$ cat config.mk
export PLATFORM = sky130hd
export DESIGN_NAME = range_sample_qualifier
export DESIGN_NICKNAME = d
export VERILOG_FILES = /design/src/rsq_pkg.sv /design/src/range_sample_qualifier.sv
export VERILOG_INCLUDE_DIRS = /design/src /design/src/src
export SDC_FILE = /design/constraint.sdc
export NUM_CORES = 1
export LEC_CHECK = 0
export BUFFER_PORTS_ARGS = -buffer_cell sky130_fd_sc_hd__buf_2
export CORE_MARGIN = 3
export CORE_UTILIZATION = 55
export CTS_BUF_LIST = sky130_fd_sc_hd__clkbuf_16
export DETAILED_ROUTE_END_ITERATION = 12
export PLACE_DENSITY = 0.81
export SYNTH_ARGS = -nofsm -noshare
export SYNTH_HDL_FRONTEND = slang
export SYNTH_SLANG_ARGS = --single-unit
$ cat constraint.sdc
create_clock -name clk -period 3.4 [get_ports clk]
set_clock_uncertainty 0.2 [all_clocks]
set_input_delay 0.17 -clock clk [delete_from_list [all_inputs] [get_ports clk]]
set_output_delay 0.17 -clock clk [all_outputs]
set_load 0.02 [all_outputs]
$ cat src/range_sample_qualifier_macros.svh
// ----------------------------------------------------------------------------
// Range sample qualifier assertion macros
// Shared concurrent assertion forms for the qualifier RTL.
// ----------------------------------------------------------------------------
`ifndef RANGE_SAMPLE_QUALIFIER_MACROS_SVH
`define RANGE_SAMPLE_QUALIFIER_MACROS_SVH

// Same-cycle implication, sampled on the rising clock edge, off during reset.
`define RSQ_ASSERT_IMPLIES(label, clock, reset_n, ante, cons, msg) \
    label: assert property (@(posedge clock) disable iff (!reset_n) \
        (ante) |-> (cons)) else $error(msg);

// Next-cycle implication, sampled on the rising clock edge, off during reset.
`define RSQ_ASSERT_NEXT(label, clock, reset_n, ante, cons, msg) \
    label: assert property (@(posedge clock) disable iff (!reset_n) \
        (ante) |=> (cons)) else $error(msg);

`endif

$ cat src/rsq_pkg.sv
// ----------------------------------------------------------------------------
// Range sample qualifier package
// Status codes, register map and reset values of the qualifier.
// ----------------------------------------------------------------------------
`timescale 1ns / 1ps
`default_nettype none

package rsq_pkg;

    localparam int unsigned DIST_W   = 16;
    localparam int unsigned COUNT_W  = 8;
    localparam int unsigned CODE_W   = 4;
    localparam int unsigned DATA_W   = 32;
    localparam int unsigned ADDR_W   = 4;

    typedef enum logic [1:0] {
        ST_OK        = 2'd0,
        ST_NO_SAMPLE = 2'd1,
        ST_TIMEOUT   = 2'd2,
        ST_OUT_RANGE = 2'd3
    } status_t;

    typedef enum logic [1:0] {
        REG_MIN_VALID_MM      = 2'd0,
        REG_MAX_VALID_MM      = 2'd1,
        REG_TIMEOUT_THRESHOLD = 2'd2,
        REG_VALID_RANGE_CODE  = 2'd3
    } reg_idx_t;

    localparam logic [DIST_W-1:0]  MIN_VALID_MM_RST      = 16'd15;
    localparam logic [DIST_W-1:0]  MAX_VALID_MM_RST      = 16'd2000;
    localparam logic [COUNT_W-1:0] TIMEOUT_THRESHOLD_RST = 8'd3;
    localparam logic [CODE_W-1:0]  VALID_RANGE_CODE_RST  = 4'd11;

    localparam logic [COUNT_W-1:0] MISS_COUNT_MAX = 8'hFF;

    // Ready flags sit in the low three bits of the interrupt status byte.
    localparam logic [7:0] IRQ_READY_MASK = 8'h07;

endpackage

`default_nettype wire

$ cat src/range_sample_qualifier.sv
// ----------------------------------------------------------------------------
// Range sample qualifier
// Qualifies polls of a time-of-flight ranging sensor, tracks missed polls
// and holds the last good distance.
// ----------------------------------------------------------------------------
//
//  Channel   Handshake               Payload
//  -------   ---------------------   ---------------------------------------
//  in        in_valid / in_stall     poll_ok, interrupt_status, meas_status,
//                                    range_mm
//  out       out_valid / out_stall   distance_mm, sample_status
//  cfg       APB psel/penable/...    pwdata[31:0] at paddr 0x0,0x4,0x8,0xC
//
//  Each poll gives one result beat: the poll is first held in the input register,
//  then passes through the qualify logic into the result register.
//  One poll is accepted every clock while the result side keeps up.
//  A stall on the output holds the result register and then the input
//  register; in_stall rises only when both are full.
//  Reset clears the held distance, the miss counter and the pipeline valids,
//  and loads the configuration registers with their default values.
//
`timescale 1ns / 1ps
`default_nettype none

`include "range_sample_qualifier_macros.svh"

module range_sample_qualifier (
    input  wire logic                        clk,
    input  wire logic                        rst_n,

    input  wire logic                        in_valid,
    output logic                             in_stall,
    input  wire logic                        poll_ok,
    input  wire logic [7:0]                  interrupt_status,
    input  wire logic [7:0]                  meas_status,
    input  wire logic [rsq_pkg::DIST_W-1:0]  range_mm,

    output logic                             out_valid,
    input  wire logic                        out_stall,
    output logic [rsq_pkg::DIST_W-1:0]       distance_mm,
    output logic [1:0]                       sample_status,

    input  wire logic                        psel,
    input  wire logic                        penable,
    input  wire logic                        pwrite,
    input  wire logic [rsq_pkg::ADDR_W-1:0]  paddr,
    input  wire logic [rsq_pkg::DATA_W-1:0]  pwdata,
    output logic [rsq_pkg::DATA_W-1:0]       prdata,
    output logic                             pready
);

    import rsq_pkg::*;

    // Configuration registers.
    logic [DIST_W-1:0]  min_valid_mm_reg;
    logic [DIST_W-1:0]  max_valid_mm_reg;
    logic [COUNT_W-1:0] timeout_threshold_reg;
    logic [CODE_W-1:0]  valid_range_code_reg;

    // Input stage.
    logic               in_valid_reg;
    logic               poll_ok_reg;
    logic [7:0]         irq_reg;
    logic [7:0]         rstat_reg;
    logic [DIST_W-1:0]  range_mm_reg;

    // Qualifier state.
    logic [DIST_W-1:0]  held_distance_reg;
    logic [DIST_W-1:0]  held_distance_next;
    logic [COUNT_W-1:0] miss_count_reg;
    logic [COUNT_W-1:0] miss_count_next;

    // Result stage.
    logic               out_valid_reg;
    logic [DIST_W-1:0]  distance_reg;
    logic [DIST_W-1:0]  distance_next;
    status_t            status_reg;
    status_t            status_next;

    logic               in_take;
    logic               advance;
    logic               cfg_write;
    reg_idx_t           cfg_idx;
    logic               is_miss;
    logic [CODE_W-1:0]  dev_code;
    logic               sample_good;

    logic               chk_ok;
    logic               chk_miss;
    logic               chk_sample;
    logic               held_match;
    logic               miss_zero;

    assign in_take   = in_valid && !in_stall;
    assign advance   = in_valid_reg && (!out_valid_reg || !out_stall);
    assign in_stall  = in_valid_reg && !advance;

    assign out_valid     = out_valid_reg;
    assign distance_mm   = distance_reg;
    assign sample_status = status_reg;

    assign pready    = 1'b1;
    assign cfg_write = psel && penable && pwrite && pready;
    assign cfg_idx   = reg_idx_t'(paddr[3:2]);

    always_comb
    begin
        case (cfg_idx)
            REG_MIN_VALID_MM:      prdata = {{(DATA_W-DIST_W){1'b0}}, min_valid_mm_reg};
            REG_MAX_VALID_MM:      prdata = {{(DATA_W-DIST_W){1'b0}}, max_valid_mm_reg};
            REG_TIMEOUT_THRESHOLD: prdata = {{(DATA_W-COUNT_W){1'b0}}, timeout_threshold_reg};
            REG_VALID_RANGE_CODE:  prdata = {{(DATA_W-CODE_W){1'b0}}, valid_range_code_reg};
            default:               prdata = '0;
        endcase
    end

    always_ff @(posedge clk or negedge rst_n)
    begin
        if (!rst_n)
        begin
            min_valid_mm_reg      <= MIN_VALID_MM_RST;
            max_valid_mm_reg      <= MAX_VALID_MM_RST;
            timeout_threshold_reg <= TIMEOUT_THRESHOLD_RST;
            valid_range_code_reg  <= VALID_RANGE_CODE_RST;
        end
        else if (cfg_write)
        begin
            case (cfg_idx)
                REG_MIN_VALID_MM:      min_valid_mm_reg      <= pwdata[DIST_W-1:0];
                REG_MAX_VALID_MM:      max_valid_mm_reg      <= pwdata[DIST_W-1:0];
                REG_TIMEOUT_THRESHOLD: timeout_threshold_reg <= pwdata[COUNT_W-1:0];
                REG_VALID_RANGE_CODE:  valid_range_code_reg  <= pwdata[CODE_W-1:0];
                default:               ;
            endcase
        end
    end

    // Qualify the poll held in the input register.
    always_comb
    begin
        is_miss     = !poll_ok_reg || ((irq_reg & IRQ_READY_MASK) == 8'h00);
        dev_code    = rstat_reg[6:3];
        sample_good = (dev_code == valid_range_code_reg)
                      && (range_mm_reg >= min_valid_mm_reg)
                      && (range_mm_reg <= max_valid_mm_reg);

        held_distance_next = held_distance_reg;
        miss_count_next    = miss_count_reg;
        distance_next      = held_distance_reg;
        status_next        = ST_OUT_RANGE;

        if (is_miss)
        begin
            if (miss_count_reg != MISS_COUNT_MAX)
            begin
                miss_count_next = miss_count_reg + COUNT_W'(1);
            end
            status_next = (miss_count_next >= timeout_threshold_reg) ? ST_TIMEOUT
                                                                     : ST_NO_SAMPLE;
        end
        else
        begin
            miss_count_next = '0;
            if (sample_good)
            begin
                held_distance_next = range_mm_reg;
                distance_next      = range_mm_reg;
                status_next        = ST_OK;
            end
        end
    end

    always_ff @(posedge clk or negedge rst_n)
    begin
        if (!rst_n)
        begin
            in_valid_reg      <= 1'b0;
            out_valid_reg     <= 1'b0;
            held_distance_reg <= '0;
            miss_count_reg    <= '0;
        end
        else
        begin
            if (in_take)
            begin
                in_valid_reg <= 1'b1;
            end
            else if (advance)
            begin
                in_valid_reg <= 1'b0;
            end

            if (advance)
            begin
                out_valid_reg     <= 1'b1;
                held_distance_reg <= held_distance_next;
                miss_count_reg    <= miss_count_next;
            end
            else if (!out_stall)
            begin
                out_valid_reg <= 1'b0;
            end
        end
    end

    always_ff @(posedge clk)
    begin
        if (in_take)
        begin
            poll_ok_reg  <= poll_ok;
            irq_reg      <= interrupt_status;
            rstat_reg    <= meas_status;
            range_mm_reg <= range_mm;
        end
        if (advance)
        begin
            distance_reg <= distance_next;
            status_reg   <= status_next;
        end
    end

    assign chk_ok     = out_valid_reg && (status_reg == ST_OK);
    assign chk_miss   = out_valid_reg
                        && (status_reg == ST_NO_SAMPLE || status_reg == ST_TIMEOUT);
    assign chk_sample = out_valid_reg
                        && (status_reg == ST_OK || status_reg == ST_OUT_RANGE);
    assign held_match = (distance_reg == held_distance_reg);
    assign miss_zero  = (miss_count_reg == '0);

    // A pending result always matches the state its poll left behind.
    `RSQ_ASSERT_IMPLIES(a_ok_matches_held, clk, rst_n, chk_ok, held_match, "ok beat lost held")
    `RSQ_ASSERT_IMPLIES(a_miss_counted, clk, rst_n, chk_miss, !miss_zero, "miss with zero count")
    `RSQ_ASSERT_IMPLIES(a_sample_clears, clk, rst_n, chk_sample, miss_zero, "sample kept misses")
    `RSQ_ASSERT_NEXT(a_advance_fills, clk, rst_n, advance, out_valid_reg, "poll gave no result")

endmodule

`default_nettype wire
Yosys cells after proc, flatten, opt, wreduce, memory -nomap -nowiden
Index checks and enable logic that the tools add are counted.
{"block": "word_totals", "register_bits": 115, "inputBits": 76, "out_inout_bits": 53, "elab_cells": 58}
{"block": "classes", "addsub": 1, "n_lt_le_gt_ge": 3, "n_eq_ne": 6, "mux": 13, "n_reduce_logical": 21}
{"op": "case mux 32 bit (4 select lines)", "n": 1}
{"op": "two-way mux 16 bit", "n": 2}
{"op": "two-way mux 8 bit", "n": 3}
{"op": "greater-or-equal comparator 16 bit", "n": 1}
{"op": "less-or-equal comparator 16 bit", "n": 1}
{"op": "adder 8 x 1 -> 8 bit (second input constant)", "n": 1}
{"op": "greater-or-equal comparator 8 bit", "n": 1}
{"op": "logical NOT 8 bit", "n": 1}
{"op": "!= test 8 bit (second input constant)", "n": 1}
{"op": "AND reduction 2 bit", "n": 4}
{"op": "logical AND 1 bit", "n": 7}
{"op": "two-way mux 2 bit", "n": 3}
{"op": "logical NOT 1 bit", "n": 5}
{"op": "equality test 2 bit (second input constant)", "n": 2}
{"op": "equality test 4 bit", "n": 1}
{"op": "two-way mux 1 bit", "n": 4}
{"op": "equality test 2 x 1 -> 1 bit (second input constant)", "n": 1}
{"op": "logical NOT 2 bit", "n": 1}
{"op": "logical OR 1 bit", "n": 2}
{"op": "!= test 2 x 1 -> 1 bit (second input constant)", "n": 1}
{"op": "nonzero test 2 bit", "n": 1}

Depth between registers and ports, before layout
{"block": "depth", "ltp_word": 8, "ltp_mapped": 11}

Worst setup path after synthesis
Ideal clock, no wire load.
{"block": "synth_path", "path_type": "flip-flop to flip-flop", "startpoint": "register max_valid_mm_reg[9]", "endpoint": "register distance_reg[10] (netlist: distance_mm[10]), data pin", "setup_time_ps": 260, "arrival_ps": 2417, "required_time_ps": 2940, "setup_slack_ps": 523, "stages_incl_launch_ff": 10, "period_less_slack_ps": 2877, "cell_sequence": "dfstp_2 > inv_1 > ha_1 > a21oi_1 > o21ai_0 > a221oi_1 > nor2_1 > nor4_4 > buf_6 > mux2_2"}
{"block": "synth_via", "elab_chain_len": 4}
{"element": "start: declaration", "line_no": "range_sample_qualifier.sv:56", "rtl": "logic [DIST_W-1:0] max_valid_mm_reg;"}
{"element": "start signal: assignment", "line_no": "range_sample_qualifier.sv:130", "rtl": "REG_MAX_VALID_MM: max_valid_mm_reg <= pwdata[DIST_W-1:0];"}
{"element": "less-or-equal comparator 16 bit", "line_no": "range_sample_qualifier.sv:145", "rtl": "&& (range_mm_reg <= max_valid_mm_reg);"}
{"element": "logical AND 1 bit", "line_no": "range_sample_qualifier.sv:145"}
{"element": "two-way mux 16 bit (2 in a row)"}
{"element": "named net distance_next[10]", "line_no": "range_sample_qualifier.sv:76", "rtl": "logic [DIST_W-1:0] distance_next;"}
{"element": "end signal: assignment", "line_no": "range_sample_qualifier.sv:217", "rtl": "distance_reg <= distance_next;"}
{"element": "end: declaration", "line_no": "range_sample_qualifier.sv:75", "rtl": "logic [DIST_W-1:0] distance_reg;"}
The timed path passes the listed nets, and every way through them passes these cells.
A chain may end at the register's enable or synchronous reset.

Worst setup path after layout
{"block": "layout_path", "startpoint": "register max_valid_mm_reg[9]", "endpoint": "register held_distance_reg[3]"}
{"block": "layout_via", "elab_chain_len": 4}
{"element": "less-or-equal comparator 16 bit", "line_no": "range_sample_qualifier.sv:145"}
{"element": "logical AND 1 bit", "line_no": "range_sample_qualifier.sv:145"}
{"element": "two-way mux 16 bit (2 in a row)"}
{"element": "end signal: assignment", "line_no": "range_sample_qualifier.sv:196", "rtl": "held_distance_reg <= held_distance_next;"}
{"element": "end: declaration", "line_no": "range_sample_qualifier.sv:68", "rtl": "logic [DIST_W-1:0] held_distance_reg;"}
Every way passes these cells.

==> results.py <==
metrics = {
    "die": {
        "dieArea_mm2": 0.0118,
        "rows": 36,
        "die_w_um": 109,
        "coreArea_mm2": 0.0100,
        "die_y_um": 109,
        "io_pins": 129,
        "start_util_pct": 57.8,
    },
    "critical_path": {
        "critPathRequiredTime_ns": 3.43,
        "timing.rr.end": "held_distance_reg[3]$_DFFE_PN0P_",
        "start_kind": "flip-flop",
        "cp.buffers_inverters": 3,
        "worstPathCellList": "inv_1 -> ha_1 -> a21oi_1 -> o21ai_0 -> a221oi_1 -> nor2_1 -> buf_4 -> nor3_4 -> buf_4 -> mux2_2",
        "worstPathArrival_ns": 3.23,
        "ff2ff_path_depth": 10,
        "crit_path_start": "max_valid_mm_reg[9]$_DFFE_PN1P_",
        "cp_num_cells": 10,
        "crit_path_end_kind": "flip-flop",
        "path_common_cell": "buf_4",
        "cp_slowest_stage_delay_ns": 0.54,
        "r2r_setup_slack_ns": 0.20,
        "worst-setup-path-type": "reg2reg",
        "cp_max_fo": 9,
        "cp_top_family": "compound AO/OA/AOI/OAI gates",
        "crit_slowest_cell": "dfstp_2",
        "r2r_start": "max_valid_mm_reg[9]$_DFFE_PN1P_",
        "critPathCapture": "held_distance_reg[3]$_DFFE_PN0P_",
    },
    "yosys": {
        "synth_warnings": 0,
        "synth_area_mm2": 0.00578,
        "synth_area_per_cell_um2": 11.8,
        "synth_seq_area_share_pct": 52.5,
        "synth_cell_types": 49,
        "synth-async-reset-ratio_pct": 62.5,
        "synth_seq_cells": 112,
        "synth_top_area_share_pct": 23.8,
        "synthCells": 490,
        "synth_edf_count": 42,
        "synthTopCellsByArea": "dfrtp_1 (24%), edfxtp_1 (22%), mux2_2 (11%)",
        "synth_flop_cell": "dfrtp_1",
        "yosys.area.top_type": "dfrtp_1",
    },
    "final_layout": {
        "antenna_cells": 0,
        "layout.nets": 744,
        "final_core_util_pct": 71.0,
        "finalNonFillerCells": 765,
        "final_cell_mix": "buf_2 (84), mux2_2 (55), dfrtp_1 (55)",
        "areaGrowthSynthToFinish_pct": 22.9,
        "drive_gt1_share_pct": 31.2,
        "fillers": 667,
        "final_common_cell": "buf_2",
    },
    "power": {
        "p_leak_nw": 3.30,
        "power_mw": 3.85,
        "p_per_area_mw_per_mm2": 543,
        "ir_drop_mv": 0.339,
    },
    "drt": {
        "antenna_left": 0,
        "vias": 4218,
        "routedWlPerCell_um": 17.1,
        "post-route-drc-count": 0,
        "drtIter0Drc": 280,
        "dr.pass1.iters": 4,
        "wl_um": 13100,
        "viasPerCell": 5.51,
    },
    "timing": {
        "fin_crit_sh_pct": 94.1,
        "slew_headroom_pct": 27.1,
        "tns_ns": 0,
        "setup_viol": 0,
        "fmaxAchievable_mhz": 313,
        "period_needed_ns": 3.20,
        "tightest_slew_ns": 1.09,
        "rsz0062_at_grt": "no",
        "drv_slew": 0,
        "fin_ws_ns": 0.202,
        "hold_viol": 0,
    },
    "grt": {
        "gr-total-overflow": 0,
        "grt_pass1_vias": 4263,
        "grt_antenna_before_repair": 0,
        "grt_pass1_wl_um": 21200,
        "grt_max_degree": 49,
        "grt_use_total_pct": 23.6,
    },
    "cts": {
        "insertion_delay_ns": 0.35,
        "clock_path_buffers": 2,
        "root_buffer": "clkbuf_16",
        "cts-htree-levels": 3,
        "cts_made_buffers": 9,
        "clkTransAtPathRegs_ns": 0.07,
        "cts.sinks": 112,
        "cts_tree": "yes",
    },
    "placed_design": {
        "gp_congestion": 0.908,
        "io_buffer_count": 84,
        "dp_slack_ns": -0.160,
        "dp_hpwl_um": 8930,
        "post-place-cells": 703,
    },
    "outcome": {
        "status": "finished clean",
    },
    "job": {
        "max_cap_violations": 0,
    },
    "min_path": {
        "hold_path.class": "in2reg",
    },
}
worst min-delay path by stage:
stage / cells past startpoint / slack, ns / startpoint / end
finish: 4 / 0.13 / penable / min_valid_mm_reg[0]$_DFFE_PN1P_
global route: 4 / 0.15 / penable / min_valid_mm_reg[0]$_DFFE_PN1P_
CTS: 4 / 0.12 / penable / min_valid_mm_reg[0]$_DFFE_PN1P_
detailed placement: 1 / 0.15 / range_mm[2] / range_mm_reg[2]$_DFFE_PP_
global placement: 1 / 0.15 / range_mm[15] / range_mm_reg[15]$_DFFE_PP_
floorplan: 0 / -0.33 / rst_n / held_distance_reg[0]$_DFFE_PN0P_
kinds of logic after synthesis:
logic type	synth area share [%]
flip-flops	52.5
AND/OR/NAND/NOR	9.18
buffers and inverters	6.11
multiplexers	14.7
AO/OA/AOI/OAI	7.34
adder cells (fa/ha/maj)	8.88
XOR/XNOR	1.21
other	0.130
what timing repair did:
item | 4_1_cts | 5_1_grt
setup endpoints to repair | 18 | 9
hold buffers | 44 | 0
endpoints found under the hold margin | 102 | 0
gates resized for setup | 0 | 1
pin swaps | 1 | 0
buffers inserted | 2 | 0
cell usage after synthesis, types with 3 or more instances:
master     n
a21oi_1   17
and2_1     3
buf_4     18
clkbuf_1  10
dfrtp_1   55
dfstp_2   15
edfxtp_1  42
ha_1      41
inv_1     43
mux2_2    55
mux2i_1   14
mux4_2     4
nand2_1   45
nand2b_1   4
nand3_1   12
nand4_1    8
nor2_1    16
nor3_1     5
o211ai_1   3
o21ai_0   35
o31ai_1    3
xnor2_1    5
xor2_1     3
where the power goes:
part | internal (mW) | total [mW] | switching (mW)
Clock | 0.646 | 1.13 | 0.481
Combinational | 0.422 | 0.934 | 0.512
Sequential | 1.65 | 1.79 | 0.140
Total | 2.72 | 3.85 | 1.13
metrics by stage:
step | hold slack (ns) | area, um^2
final | 0.133 | 7100
after global routing | 0.146 | 7100
after CTS | 0.119 | 7100
after detailed placement | 0.148 | 6320
after global placement | 0.146 | 6320
after floorplan | -0.326 | 5840
layout make-up:
type                       instances  area, um^2  area share (%)
clock buffer                       9         225            3.17
clock inverter                     7        92.6            1.30
inverter                          44         165            2.33
multi-input combinational        319        2460            34.7
sequential                       112        3030            42.7
tap                              133         166            2.34
timing repair buffer             141         958            13.5
per-layer routing:
layer	up-vias	global-route usage (%)	wire [um]
li1	1973	-	-
met5	-	0	0
met1	2088	30.6	5670
met3	19	3.88	754
met4	0	9.29	262
met2	138	39.8	6420
tightest hold or removal path: cells and delay by family:
family	cells	cell delay, ns
buf+inv	1	0.10
mux	1	0.21
simple gates	2	0.17
No activity file was read; power rests on OpenSTA's default activity.
